--- config.mk ---
export PLATFORM = sky130hd
export DESIGN_NAME = periodic_timer_bank
export DESIGN_NICKNAME = d
export VERILOG_FILES = /design/src/hdl/ptb_pkg.sv /design/src/hdl/periodic_timer_bank.sv /design/src/hdl/ptb_slot_mem.sv /design/src/hdl/ptb_unit.sv
export SDC_FILE = /design/constraint.sdc
export NUM_CORES = 2
export LEC_CHECK = 0
export ABC_AREA = 1
export BUFFER_PORTS_ARGS = -buffer_cell sky130_fd_sc_hd__buf_2
export CORE_UTILIZATION = 60
export CTS_BUF_LIST = sky130_fd_sc_hd__clkbuf_16
export DETAILED_ROUTE_END_ITERATION = 10
export HOLD_SLACK_MARGIN = 0.03
export PLACE_DENSITY = 0.81
export SLEW_MARGIN = 15
export SYNTH_ARGS = -nofsm -noshare
export SYNTH_HDL_FRONTEND = slang
export SYNTH_HIERARCHICAL = 1
export SYNTH_SLANG_ARGS = --single-unit
--- constraint.sdc ---
create_clock -name clk -period 12.1 [get_ports clk]
set_clock_uncertainty 0.2 [all_clocks]
set_input_delay 1.815 -clock clk [delete_from_list [all_inputs] [get_ports clk]]
set_output_delay 1.815 -clock clk [all_outputs]
set_load 0.05 [all_outputs]
--- src/hdl/ptb_pkg.sv ---
// ptb_pkg: op, status and kind codes, field widths and shared types for the
// periodic timer bank. No dependencies.
`timescale 1ns / 1ps
`default_nettype none

package ptb_pkg;

  // field widths of the beat payloads
  localparam int OP_W     = 3;
  localparam int XID_W    = 16;
  localparam int XIVAL_W  = 24;
  localparam int STATUS_W = 3;

  // most expiries reported for one tick
  localparam int MAX_RESULTS = 16;

  localparam logic [OP_W-1:0] OP_TICK   = 3'd0;
  localparam logic [OP_W-1:0] OP_CREATE = 3'd1;
  localparam logic [OP_W-1:0] OP_START  = 3'd2;
  localparam logic [OP_W-1:0] OP_STOP   = 3'd3;
  localparam logic [OP_W-1:0] OP_SETIV  = 3'd4;
  localparam logic [OP_W-1:0] OP_TERM   = 3'd5;

  localparam logic [STATUS_W-1:0] ST_OK       = 3'd0;
  localparam logic [STATUS_W-1:0] ST_NOTFOUND = 3'd1;
  localparam logic [STATUS_W-1:0] ST_BADIVAL  = 3'd2;
  localparam logic [STATUS_W-1:0] ST_FULL     = 3'd3;
  localparam logic [STATUS_W-1:0] ST_IDS_EXH  = 3'd4;

  localparam logic KIND_STATUS = 1'b0;
  localparam logic KIND_EXPIRY = 1'b1;

  // operand selection of the shared compare unit
  typedef enum logic {
    UNIT_ID,   // slot id against target or best id
    UNIT_CNT   // count + 1 against interval
  } unit_mode_t;

  typedef struct packed {
    logic eq;
    logic lt;
  } cmp_flags_t;

endpackage

`default_nettype wire

--- src/hdl/periodic_timer_bank.sv ---
// periodic_timer_bank: top level, sequencer and result register of the
// timer bank. Uses ptb_pkg, ptb_slot_mem and ptb_unit.
`timescale 1ns / 1ps
`default_nettype none

// Channel  Dir  Handshake            Payload
// in_      in   in_valid/in_ready    op, timer_id, interval, start_now
// out_     out  out_valid/out_ready  kind, result_id, status, last
//
// Flow (N = NUM_TIMERS): every slot visit through the entry memory has an
// address step and a registered read step, all through the one compare unit.
// Command: decode, then the id search over up to N slots (create walks
// the valid flops, one slot a cycle), then the result beat is loaded; bad
// intervals answer after decode.
// Tick: a count pass over all N slots, then one smallest-id search over all
// N slots per expiry. in_ready is high only while the sequencer is idle.
// Reset clears valid flops, next id and the sequencer; the entry memory is
// never cleared. A stalled out_ready holds the result beat in the output
// register; the sequencer waits only when its next beat has nowhere to go.

module periodic_timer_bank #(
  parameter int NUM_TIMERS  = 16,
  parameter int ID_WIDTH    = 16,
  parameter int COUNT_WIDTH = 24
) (
  input  wire logic                          clk,
  input  wire logic                          rst_n,
  input  wire logic                          in_valid,
  output logic                               in_ready,
  input  wire logic [ptb_pkg::OP_W-1:0]      in_op,
  input  wire logic [ptb_pkg::XID_W-1:0]     in_timer_id,
  input  wire logic [ptb_pkg::XIVAL_W-1:0]   in_interval,
  input  wire logic                          in_start_now,
  output logic                               out_valid,
  input  wire logic                          out_ready,
  output logic                               out_kind,
  output logic      [ptb_pkg::XID_W-1:0]     out_result_id,
  output logic      [ptb_pkg::STATUS_W-1:0]  out_status,
  output logic                               out_last
);
  import ptb_pkg::*;

  localparam int IW    = ID_WIDTH;
  localparam int CW    = COUNT_WIDTH;
  localparam int IDXW  = (NUM_TIMERS > 1) ? $clog2(NUM_TIMERS) : 1;
  localparam int RW    = $clog2(NUM_TIMERS + 1);
  localparam int ENT_W = 1 + IW + 2 * CW;
  localparam logic [IDXW-1:0] LAST_IDX = IDXW'(NUM_TIMERS - 1);

  // entry layout: {enabled, id, interval, count}
  localparam int CNT_LO = 0;
  localparam int IV_LO  = CW;
  localparam int ID_LO  = 2 * CW;
  localparam int EN_BIT = ENT_W - 1;

  localparam logic [3:0] S_IDLE   = 4'd0;
  localparam logic [3:0] S_DECODE = 4'd1;
  localparam logic [3:0] S_FREE   = 4'd2;
  localparam logic [3:0] S_TK_RD  = 4'd3;
  localparam logic [3:0] S_TK_CHK = 4'd4;
  localparam logic [3:0] S_FD_RD  = 4'd5;
  localparam logic [3:0] S_FD_CHK = 4'd6;
  localparam logic [3:0] S_SR_RD  = 4'd7;
  localparam logic [3:0] S_SR_CHK = 4'd8;
  localparam logic [3:0] S_RESP   = 4'd9;

  logic [3:0]            state_r, state_nxt;
  logic [IDXW-1:0]       idx_r, idx_nxt;
  logic [OP_W-1:0]       op_r, op_nxt;
  logic [IW-1:0]         tgt_r, tgt_nxt;
  logic [CW-1:0]         ival_r, ival_nxt;
  logic                  ival_bad_r, ival_bad_nxt;
  logic                  start_now_r, start_now_nxt;
  logic [NUM_TIMERS-1:0] fired_r, fired_nxt;
  logic [RW-1:0]         fire_cnt_r, fire_cnt_nxt;
  logic [RW-1:0]         remain_r, remain_nxt;
  logic [IW-1:0]         best_id_r, best_id_nxt;
  logic [IDXW-1:0]       best_idx_r, best_idx_nxt;
  logic                  have_best_r, have_best_nxt;
  logic [IW-1:0]         next_id_r, next_id_nxt;
  logic                  res_kind_r, res_kind_nxt;
  logic [XID_W-1:0]      res_id_r, res_id_nxt;
  logic [STATUS_W-1:0]   res_status_r, res_status_nxt;
  logic                  res_last_r, res_last_nxt;
  logic                  out_valid_r, out_valid_nxt;
  logic                  out_kind_r, out_kind_nxt;
  logic [XID_W-1:0]      out_id_r, out_id_nxt;
  logic [STATUS_W-1:0]   out_status_r, out_status_nxt;
  logic                  out_last_r, out_last_nxt;

  // memory and unit hookup
  logic                  mem_we;
  logic [ENT_W-1:0]      mem_wdata;
  logic [ENT_W-1:0]      rd_ent;
  logic                  vld_set;
  logic                  vld_clr;
  logic [NUM_TIMERS-1:0] vld;
  unit_mode_t            u_mode;
  logic [IW-1:0]         u_id_b;
  logic [CW-1:0]         u_inc;
  cmp_flags_t            u_flags;

  logic [CW-1:0]         ent_cnt;
  logic [CW-1:0]         ent_ival;
  logic [IW-1:0]         ent_id;
  logic                  ent_en;
  logic                  out_free;
  logic [31:0]           in_id32;
  logic [31:0]           in_iv32;
  logic [31:0]           tgt32;

  assign ent_cnt  = rd_ent[CNT_LO +: CW];
  assign ent_ival = rd_ent[IV_LO +: CW];
  assign ent_id   = rd_ent[ID_LO +: IW];
  assign ent_en   = rd_ent[EN_BIT];

  assign out_free = !out_valid_r || out_ready;
  assign in_ready = (state_r == S_IDLE);

  // input id masked to the id width, interval widened for the range check
  assign in_id32 = {16'd0, in_timer_id};
  assign in_iv32 = {8'd0, in_interval};
  assign tgt32   = 32'(tgt_r);

  assign u_mode = (state_r == S_TK_CHK) ? UNIT_CNT : UNIT_ID;
  assign u_id_b = (state_r == S_SR_CHK) ? best_id_r : tgt_r;

  ptb_slot_mem #(
    .DEPTH (NUM_TIMERS),
    .WIDTH (ENT_W),
    .AW    (IDXW)
  ) u_mem (
    .clk     (clk),
    .rst_n   (rst_n),
    .raddr   (idx_r),
    .rdata   (rd_ent),
    .we      (mem_we),
    .waddr   (idx_r),
    .wdata   (mem_wdata),
    .vld_set (vld_set),
    .vld_clr (vld_clr),
    .vld_idx (idx_r),
    .vld     (vld)
  );

  ptb_unit #(
    .IW (IW),
    .CW (CW)
  ) u_unit (
    .mode  (u_mode),
    .id_a  (ent_id),
    .id_b  (u_id_b),
    .cnt   (ent_cnt),
    .ival  (ent_ival),
    .inc   (u_inc),
    .flags (u_flags)
  );

  always_comb begin
    logic          hit;
    logic          fire;
    logic          take;
    logic [RW-1:0] fc;
    logic [IW-1:0] sel_id;
    logic [IDXW-1:0] sel_idx;
    logic [IW-1:0] nid;
    logic [31:0]   id32;

    state_nxt      = state_r;
    idx_nxt        = idx_r;
    op_nxt         = op_r;
    tgt_nxt        = tgt_r;
    ival_nxt       = ival_r;
    ival_bad_nxt   = ival_bad_r;
    start_now_nxt  = start_now_r;
    fired_nxt      = fired_r;
    fire_cnt_nxt   = fire_cnt_r;
    remain_nxt     = remain_r;
    best_id_nxt    = best_id_r;
    best_idx_nxt   = best_idx_r;
    have_best_nxt  = have_best_r;
    next_id_nxt    = next_id_r;
    res_kind_nxt   = res_kind_r;
    res_id_nxt     = res_id_r;
    res_status_nxt = res_status_r;
    res_last_nxt   = res_last_r;
    out_valid_nxt  = out_valid_r && !out_ready;
    out_kind_nxt   = out_kind_r;
    out_id_nxt     = out_id_r;
    out_status_nxt = out_status_r;
    out_last_nxt   = out_last_r;
    mem_we         = 1'b0;
    mem_wdata      = rd_ent;
    vld_set        = 1'b0;
    vld_clr        = 1'b0;

    hit     = 1'b0;
    fire    = !u_flags.lt;
    take    = fired_r[idx_r] && (!have_best_r || u_flags.lt);
    fc      = fire_cnt_r;
    sel_id  = take ? ent_id : best_id_r;
    sel_idx = take ? idx_r : best_idx_r;
    nid     = next_id_r + {{(IW-1){1'b0}}, 1'b1};
    id32    = 32'(nid);

    unique case (state_r)
      S_IDLE: begin
        if (in_valid) begin
          op_nxt        = in_op;
          tgt_nxt       = in_id32[IW-1:0];
          ival_nxt      = in_iv32[CW-1:0];
          ival_bad_nxt  = (in_interval == '0) || ((in_iv32 >> CW) != 32'd0);
          start_now_nxt = in_start_now;
          state_nxt     = S_DECODE;
        end
      end

      S_DECODE: begin
        idx_nxt = '0;
        unique case (op_r) inside
          OP_TICK: begin
            fired_nxt    = '0;
            fire_cnt_nxt = '0;
            state_nxt    = S_TK_RD;
          end
          OP_CREATE: begin
            if (ival_bad_r) begin
              res_kind_nxt   = KIND_STATUS;
              res_id_nxt     = '0;
              res_status_nxt = ST_BADIVAL;
              res_last_nxt   = 1'b1;
              state_nxt      = S_RESP;
            end else begin
              state_nxt = S_FREE;
            end
          end
          OP_SETIV: begin
            if (ival_bad_r) begin
              res_kind_nxt   = KIND_STATUS;
              res_id_nxt     = tgt32[XID_W-1:0];
              res_status_nxt = ST_BADIVAL;
              res_last_nxt   = 1'b1;
              state_nxt      = S_RESP;
            end else begin
              state_nxt = S_FD_RD;
            end
          end
          OP_START, OP_STOP, OP_TERM: begin
            state_nxt = S_FD_RD;
          end
          default: begin
            // undefined ops do nothing and answer nothing
            state_nxt = S_IDLE;
          end
        endcase
      end

      S_FREE: begin
        res_kind_nxt = KIND_STATUS;
        res_last_nxt = 1'b1;
        if (!vld[idx_r]) begin
          if (&next_id_r) begin
            res_id_nxt     = '0;
            res_status_nxt = ST_IDS_EXH;
          end else begin
            next_id_nxt    = nid;
            mem_we         = 1'b1;
            mem_wdata      = {start_now_r, nid, ival_r, {CW{1'b0}}};
            vld_set        = 1'b1;
            res_id_nxt     = id32[XID_W-1:0];
            res_status_nxt = ST_OK;
          end
          state_nxt = S_RESP;
        end else if (idx_r == LAST_IDX) begin
          res_id_nxt     = '0;
          res_status_nxt = ST_FULL;
          state_nxt      = S_RESP;
        end else begin
          idx_nxt = idx_r + 1'b1;
        end
      end

      S_TK_RD: state_nxt = S_TK_CHK;

      S_TK_CHK: begin
        if (vld[idx_r] && ent_en) begin
          mem_we    = 1'b1;
          mem_wdata = {ent_en, ent_id, ent_ival, (fire ? {CW{1'b0}} : u_inc)};
          if (fire) begin
            fired_nxt[idx_r] = 1'b1;
            fc = fire_cnt_r + 1'b1;
          end
        end
        fire_cnt_nxt = fc;
        if (idx_r == LAST_IDX) begin
          idx_nxt       = '0;
          have_best_nxt = 1'b0;
          if (fc == '0) begin
            state_nxt = S_IDLE;
          end else begin
            remain_nxt = (32'(fc) > MAX_RESULTS) ? RW'(MAX_RESULTS) : fc;
            state_nxt  = S_SR_RD;
          end
        end else begin
          idx_nxt   = idx_r + 1'b1;
          state_nxt = S_TK_RD;
        end
      end

      S_FD_RD: state_nxt = S_FD_CHK;

      S_FD_CHK: begin
        hit          = vld[idx_r] && u_flags.eq;
        res_kind_nxt = KIND_STATUS;
        res_id_nxt   = tgt32[XID_W-1:0];
        res_last_nxt = 1'b1;
        if (hit) begin
          unique case (op_r) inside
            OP_START, OP_STOP: begin
              mem_we    = 1'b1;
              mem_wdata = {(op_r == OP_START), ent_id, ent_ival, ent_cnt};
            end
            OP_SETIV: begin
              mem_we    = 1'b1;
              mem_wdata = {ent_en, ent_id, ival_r, ent_cnt};
            end
            default: vld_clr = 1'b1;
          endcase
          res_status_nxt = ST_OK;
          state_nxt      = S_RESP;
        end else if (idx_r == LAST_IDX) begin
          res_status_nxt = ST_NOTFOUND;
          state_nxt      = S_RESP;
        end else begin
          idx_nxt   = idx_r + 1'b1;
          state_nxt = S_FD_RD;
        end
      end

      S_SR_RD: state_nxt = S_SR_CHK;

      S_SR_CHK: begin
        best_id_nxt   = sel_id;
        best_idx_nxt  = sel_idx;
        have_best_nxt = have_best_r || take;
        if (idx_r == LAST_IDX) begin
          id32               = 32'(sel_id);
          res_kind_nxt       = KIND_EXPIRY;
          res_id_nxt         = id32[XID_W-1:0];
          res_status_nxt     = ST_OK;
          res_last_nxt       = (remain_r == RW'(1));
          fired_nxt[sel_idx] = 1'b0;
          remain_nxt         = remain_r - 1'b1;
          state_nxt          = S_RESP;
        end else begin
          idx_nxt   = idx_r + 1'b1;
          state_nxt = S_SR_RD;
        end
      end

      S_RESP: begin
        if (out_free) begin
          out_valid_nxt  = 1'b1;
          out_kind_nxt   = res_kind_r;
          out_id_nxt     = res_id_r;
          out_status_nxt = res_status_r;
          out_last_nxt   = res_last_r;
          if (res_kind_r == KIND_EXPIRY && remain_r != '0) begin
            idx_nxt       = '0;
            have_best_nxt = 1'b0;
            state_nxt     = S_SR_RD;
          end else begin
            state_nxt = S_IDLE;
          end
        end
      end

      default: state_nxt = S_IDLE;
    endcase
  end

  always_ff @(posedge clk) begin
    if (!rst_n) begin
      state_r     <= S_IDLE;
      next_id_r   <= '0;
      out_valid_r <= 1'b0;
      remain_r    <= '0;
      have_best_r <= 1'b0;
    end else begin
      state_r     <= state_nxt;
      next_id_r   <= next_id_nxt;
      out_valid_r <= out_valid_nxt;
      remain_r    <= remain_nxt;
      have_best_r <= have_best_nxt;
    end
  end

  always_ff @(posedge clk) begin
    idx_r        <= idx_nxt;
    op_r         <= op_nxt;
    tgt_r        <= tgt_nxt;
    ival_r       <= ival_nxt;
    ival_bad_r   <= ival_bad_nxt;
    start_now_r  <= start_now_nxt;
    fired_r      <= fired_nxt;
    fire_cnt_r   <= fire_cnt_nxt;
    best_id_r    <= best_id_nxt;
    best_idx_r   <= best_idx_nxt;
    res_kind_r   <= res_kind_nxt;
    res_id_r     <= res_id_nxt;
    res_status_r <= res_status_nxt;
    res_last_r   <= res_last_nxt;
    out_kind_r   <= out_kind_nxt;
    out_id_r     <= out_id_nxt;
    out_status_r <= out_status_nxt;
    out_last_r   <= out_last_nxt;
  end

  assign out_valid     = out_valid_r;
  assign out_kind      = out_kind_r;
  assign out_result_id = out_id_r;
  assign out_status    = out_status_r;
  assign out_last      = out_last_r;

`ifndef SYNTHESIS
  // an accepted beat is always decoded next
  a_accept_decode: assert property (@(posedge clk) disable iff (!rst_n)
    (in_valid && in_ready) |=> (state_r == S_DECODE))
    else $error("accepted beat not decoded");

  // a pending result is loaded as soon as the output register frees up
  a_resp_load: assert property (@(posedge clk) disable iff (!rst_n)
    (state_r == S_RESP && out_free) |=> out_valid_r)
    else $error("result beat not loaded");

  // expiry beats always carry ok status
  a_expiry_ok: assert property (@(posedge clk) disable iff (!rst_n)
    (out_valid_r && out_kind_r == KIND_EXPIRY) |-> (out_status_r == ST_OK))
    else $error("expiry beat with non-ok status");

  // the expiry search only runs with beats still owed
  a_search_owed: assert property (@(posedge clk) disable iff (!rst_n)
    (state_r == S_SR_CHK) |-> (remain_r != '0))
    else $error("expiry search with nothing owed");
`endif

endmodule

`default_nettype wire

--- src/hdl/ptb_slot_mem.sv ---
// ptb_slot_mem: slot entry memory (one write, one registered read) plus
// the per-slot valid flops. No package dependency.
`timescale 1ns / 1ps
`default_nettype none

module ptb_slot_mem #(
  parameter int DEPTH = 16,
  parameter int WIDTH = 65,
  parameter int AW    = (DEPTH > 1) ? $clog2(DEPTH) : 1
) (
  input  wire logic             clk,
  input  wire logic             rst_n,
  input  wire logic [AW-1:0]    raddr,
  output logic      [WIDTH-1:0] rdata,
  input  wire logic             we,
  input  wire logic [AW-1:0]    waddr,
  input  wire logic [WIDTH-1:0] wdata,
  input  wire logic             vld_set,
  input  wire logic             vld_clr,
  input  wire logic [AW-1:0]    vld_idx,
  output logic      [DEPTH-1:0] vld
);

  logic [WIDTH-1:0] mem [DEPTH];
  logic [WIDTH-1:0] rdata_r;
  logic [DEPTH-1:0] vld_r;

  always_ff @(posedge clk) begin
    if (we) begin
      mem[waddr] <= wdata;
    end
    rdata_r <= mem[raddr];
  end

  always_ff @(posedge clk) begin
    if (!rst_n) begin
      vld_r <= '0;
    end else if (vld_set) begin
      vld_r[vld_idx] <= 1'b1;
    end else if (vld_clr) begin
      vld_r[vld_idx] <= 1'b0;
    end
  end

  assign rdata = rdata_r;
  assign vld   = vld_r;

endmodule

`default_nettype wire

--- src/hdl/ptb_unit.sv ---
// ptb_unit: shared compare unit with count incrementer; one subtract serves
// id match, id ordering and the expiry test. Uses ptb_pkg.
`timescale 1ns / 1ps
`default_nettype none

module ptb_unit #(
  parameter int IW = 16,
  parameter int CW = 24
) (
  input  wire ptb_pkg::unit_mode_t mode,
  input  wire logic [IW-1:0]       id_a,
  input  wire logic [IW-1:0]       id_b,
  input  wire logic [CW-1:0]       cnt,
  input  wire logic [CW-1:0]       ival,
  output logic      [CW-1:0]       inc,
  output ptb_pkg::cmp_flags_t      flags
);
  import ptb_pkg::*;

  localparam int OW = (IW > CW + 1) ? IW : CW + 1;

  logic [CW:0]   inc_full;
  logic [OW-1:0] opa;
  logic [OW-1:0] opb;
  logic [OW:0]   diff;

  assign inc_full = {1'b0, cnt} + {{CW{1'b0}}, 1'b1};
  assign inc      = inc_full[CW-1:0];

  always_comb begin
    unique case (mode)
      UNIT_CNT: begin
        opa = OW'(inc_full);
        opb = OW'(ival);
      end
      default: begin
        opa = OW'(id_a);
        opb = OW'(id_b);
      end
    endcase
  end

  assign diff     = {1'b0, opa} - {1'b0, opb};
  assign flags.lt = diff[OW];
  assign flags.eq = (diff[OW-1:0] == '0);

endmodule

`default_nettype wire
==> results.tsv <==
stage	metric	value	unit
status	outcome	finished, final reports clean	
sta	period utilization	65.5	%
clock_tree	TritonCTS clock tree	built	
layout	n_diodes	0	
place	Port Buffers	70	
place	gp weighted congestion	0.969	
sta	Setup TNS	0	ns
global_route	first-pass GRT wire length	233000	µm
route	Post-Route WL	154000	µm
run	max_cap viols	0	
clock_tree	Max clock buf depth	3	
yosys	Synth Register Bits	1280	
pwr	P_int	9580	µW
place	placed instance area	59400	µm²
worst_setup_path	Max stage delay on crit path	1.08	ns
worst_setup_path	Worst Setup End Kind	flip-flop	
global_route	Overflow after GRT	0	
yosys	Post-Syn Area per Cell	9.72	µm²
die	Initial Utilization	60.5	%
die	die area	98600	µm²
worst_setup_path	slowest cell on the critical path	nor2_4	
clock_tree	hold_buf cts	0	
layout	layout cells sized above 1	7.05	%
worst_setup_path	type of the worst setup path	reg2reg	
pwr	Tot Pwr	16000	µW
place	DP HPWL	90500	µm
route	First DRT Iteration DRCs	5532	
pwr	Static Leak	0.0275	µW
layout	post-route cell area	63700	µm²
clock_tree	clock latency on the worst-skew pair	0.75	ns
global_route	vias in the first global route	40889	
sta	final worst path period need	7.92	ns
die	I/O pin count	71	
worst_setup_path	WP data required	12.27	ns
layout	fill cell count	6852	
route	ANT nets after route	0	
pwr	share of power burned in registers	38.7	%
worst_setup_path	Crit path arrival time	8.10	ns
pwr	Clock power frac	24.6	%
layout	Area Growth Syn to Fin	9.13	%
clock_tree	Post-CTS Resized	0	
yosys	Cells after Synth	6004	
global_route	GRT Util Overall	31.2	%
worst_setup_path	startpoint types	flip-flop	
pwr	power per cell area	251	nW/µm²
sta	Achievable Freq	126	MHz
sta	slew margin rel.	17.5	%
layout	commonest non-fill, non-tap cell in the layout	nand2_1	
yosys	Synth cell types	61	
clock_tree	H-tree depth	4	
sta	worst setup margin	4.18	ns
route	via-per-instance ratio	5.74	
sta	RSZ-0062 raised after global routing	no	
die	Placeable Area	96600	µm²
die	die width	314	µm
die	FP Rows	114	
route	via count	42500	
route	routed len/inst	20.8	µm
layout	commonest non-fill, non-tap cells in the layout	1,877 x nand2_1, 1,172 x edfxtp_1, 1,091 x inv_1, 894 x nand3_1, 149 x nor2_1	
sta	Final Max Tran Viols	0	
sta	Least-Margin Pin Slew	1.23	ns
yosys	Post-Synthesis Net Count	6086	
hold_path	worst hold-check path type	reg2reg	
layout	Reg area	37400	µm²
place	pre-CTS WS	4.40	ns
clock_tree	register clock-pin slew on the reported worst setup and hold paths	0.06	ns
yosys	sequential-to-total area share from yosys stat	64.0	%
worst_setup_path	Crit Path Max Fanout	35	
yosys	Mapped Area	58400	µm²
pwr	Sw Pwr	6430	µW
route	drt first pass iters	8	
layout	fin nets	6103	
sta	final hold vios	0	
route	Residual DRC	0	
die	Die Ht	314	µm
pwr	Max VDD drop	0.189	mV
clock_tree	CTS root buffer	clkbuf_16	
pwr	Net Sw Frac	40.2	%
clock_tree	Sink Count	1280	
clock_tree	setup bufs post-CTS	0	
pwr	combinational power share	36.8	%
layout	Multi-input gate area	15500	µm²
global_route	largest net degree at the start of global routing	203	
global_route	initial antenna violation count	4	
sta	# setup viols final	0	
clock_tree	CTS Buf Count	130	
yosys	Ys Warns	6	
[path summary, 6_finish.rpt]
| kind | startpoint | endpoint | slack [ns] | cells after the start |
|---|---|---|---|---|
| worst max-delay path | state_r[2] | u_mem/mem[13][51] | 4.18 | 30 |
| worst min-delay path | res_id_r[7] | out_result_id[7] | 0.22 | 0 |
| worst max register to register | state_r[2] | u_mem/mem[13][51] | 4.18 | 30 |
| worst min register to register | res_id_r[7] | out_result_id[7] | 0.22 | 0 |
[area by class of cell]
| class | instances | area share [%] |
|---|---|---|
| Clock buffer | 135 | 5.30 |
| Clock inverter | 104 | 1.26 |
| Inverter | 1075 | 6.39 |
| Multi-Input combinational cell | 3385 | 24.4 |
| Sequential cell | 1280 | 58.6 |
| Tap cell | 1276 | 2.51 |
| Timing Repair Buffer | 149 | 1.52 |
[cells in the mapped netlist (all sizes together)]
cell	instances	area, µm²
o221ai	1	8.76
ha	33	413
dfxtp	108	2160
a21oi	95	483
a21o	3	22.5
o21ai	107	562
fa	1	20.0
mux2i	14	140
clkinv	2	7.51
xor2	31	272
o21bai	3	22.5
and2	1	6.26
nand4	29	194
a2111oi	1	8.76
nor3	16	113
nand3	899	4520
a31oi	6	37.5
a211oi	5	42.5
or3	1	11.3
o31ai	1	21.3
nand2b	1	6.26
a221oi	1	8.76
o311ai	1	8.76
nor2	184	785
nand2	1884	7100
buf	211	1500
nand3b	9	67.6
and3	1	6.26
a211o	1	8.76
inv	1073	4040
o22ai	27	169
nor4	9	62.6
edfxtp	1172	35200
clkbuf	53	199
xnor2	6	60.1
or2	5	33.8
o211ai	9	67.6
[per-stage QoR]
step / util (%) / hold WS (ns) / std cells
detailed placement: 61.6 / 0.205 / 7162
global placement: 61.5 / 0.205 / 7160
global route: 66.0 / 0.223 / 7404
floorplan: - / 0.200 / 6004
CTS: 65.9 / 0.215 / 7401
finish: 66.0 / 0.217 / 7404
[power groups by stage]
stage	Combinational (µW)	Clock, µW	Sequential [µW]
floorplan	4130	0	6060
CTS	5740	3960	6170
global placement	5560	0	6260
detailed placement	5680	0	6260
finish	5890	3930	6190
global route	6420	4120	6190
[sequential cells by signal (all words and copies together), names as in the netlist, 4 cells and up, named ones only]
register / cells
best_id_r: 16
best_idx_r: 4
fire_cnt_r: 5
fired_r: 16
idx_r: 4
ival_r: 24
next_id_r: 16
out_result_id: 16
remain_r: 5
res_id_r: 16
state_r: 4
tgt_r: 16
u_mem/mem: 1040
u_mem/rdata: 65
[per-layer routing]
layer  global-route usage, %  vias up  wire length (µm)
met5                       0        -                41
met4                    14.1        6              6480
met3                    6.24      438             17200
met2                    50.0     2674             72600
met1                    41.4    19945             57900
li1                        -    19437                 -
[worst max-delay path: cells and delay by family, from the launching register on]
kind	cells	cell delay, ns
simple gates	19	4.23
buf+inv	8	1.80
compound gates	2	0.46
fa+ha+maj	1	0.44
flops	1	0.39
[kinds of logic (layout without fill, tap and decap cells)]
family                   Yosys count  after routing  share of synthesized area [%]
buffers and inverters           1339           1463                           9.83
flip-flops                      1280           1280                           64.0
adder cells (fa/ha/maj)           34             34                          0.742
AO/OA/AOI/OAI                    261            261                           2.52
XOR/XNOR                          37             37                          0.568
AND/OR/NAND/NOR                 3039           3039                           22.1
multiplexers                      14             14                          0.240
Power figures use the tool's default switching activity.
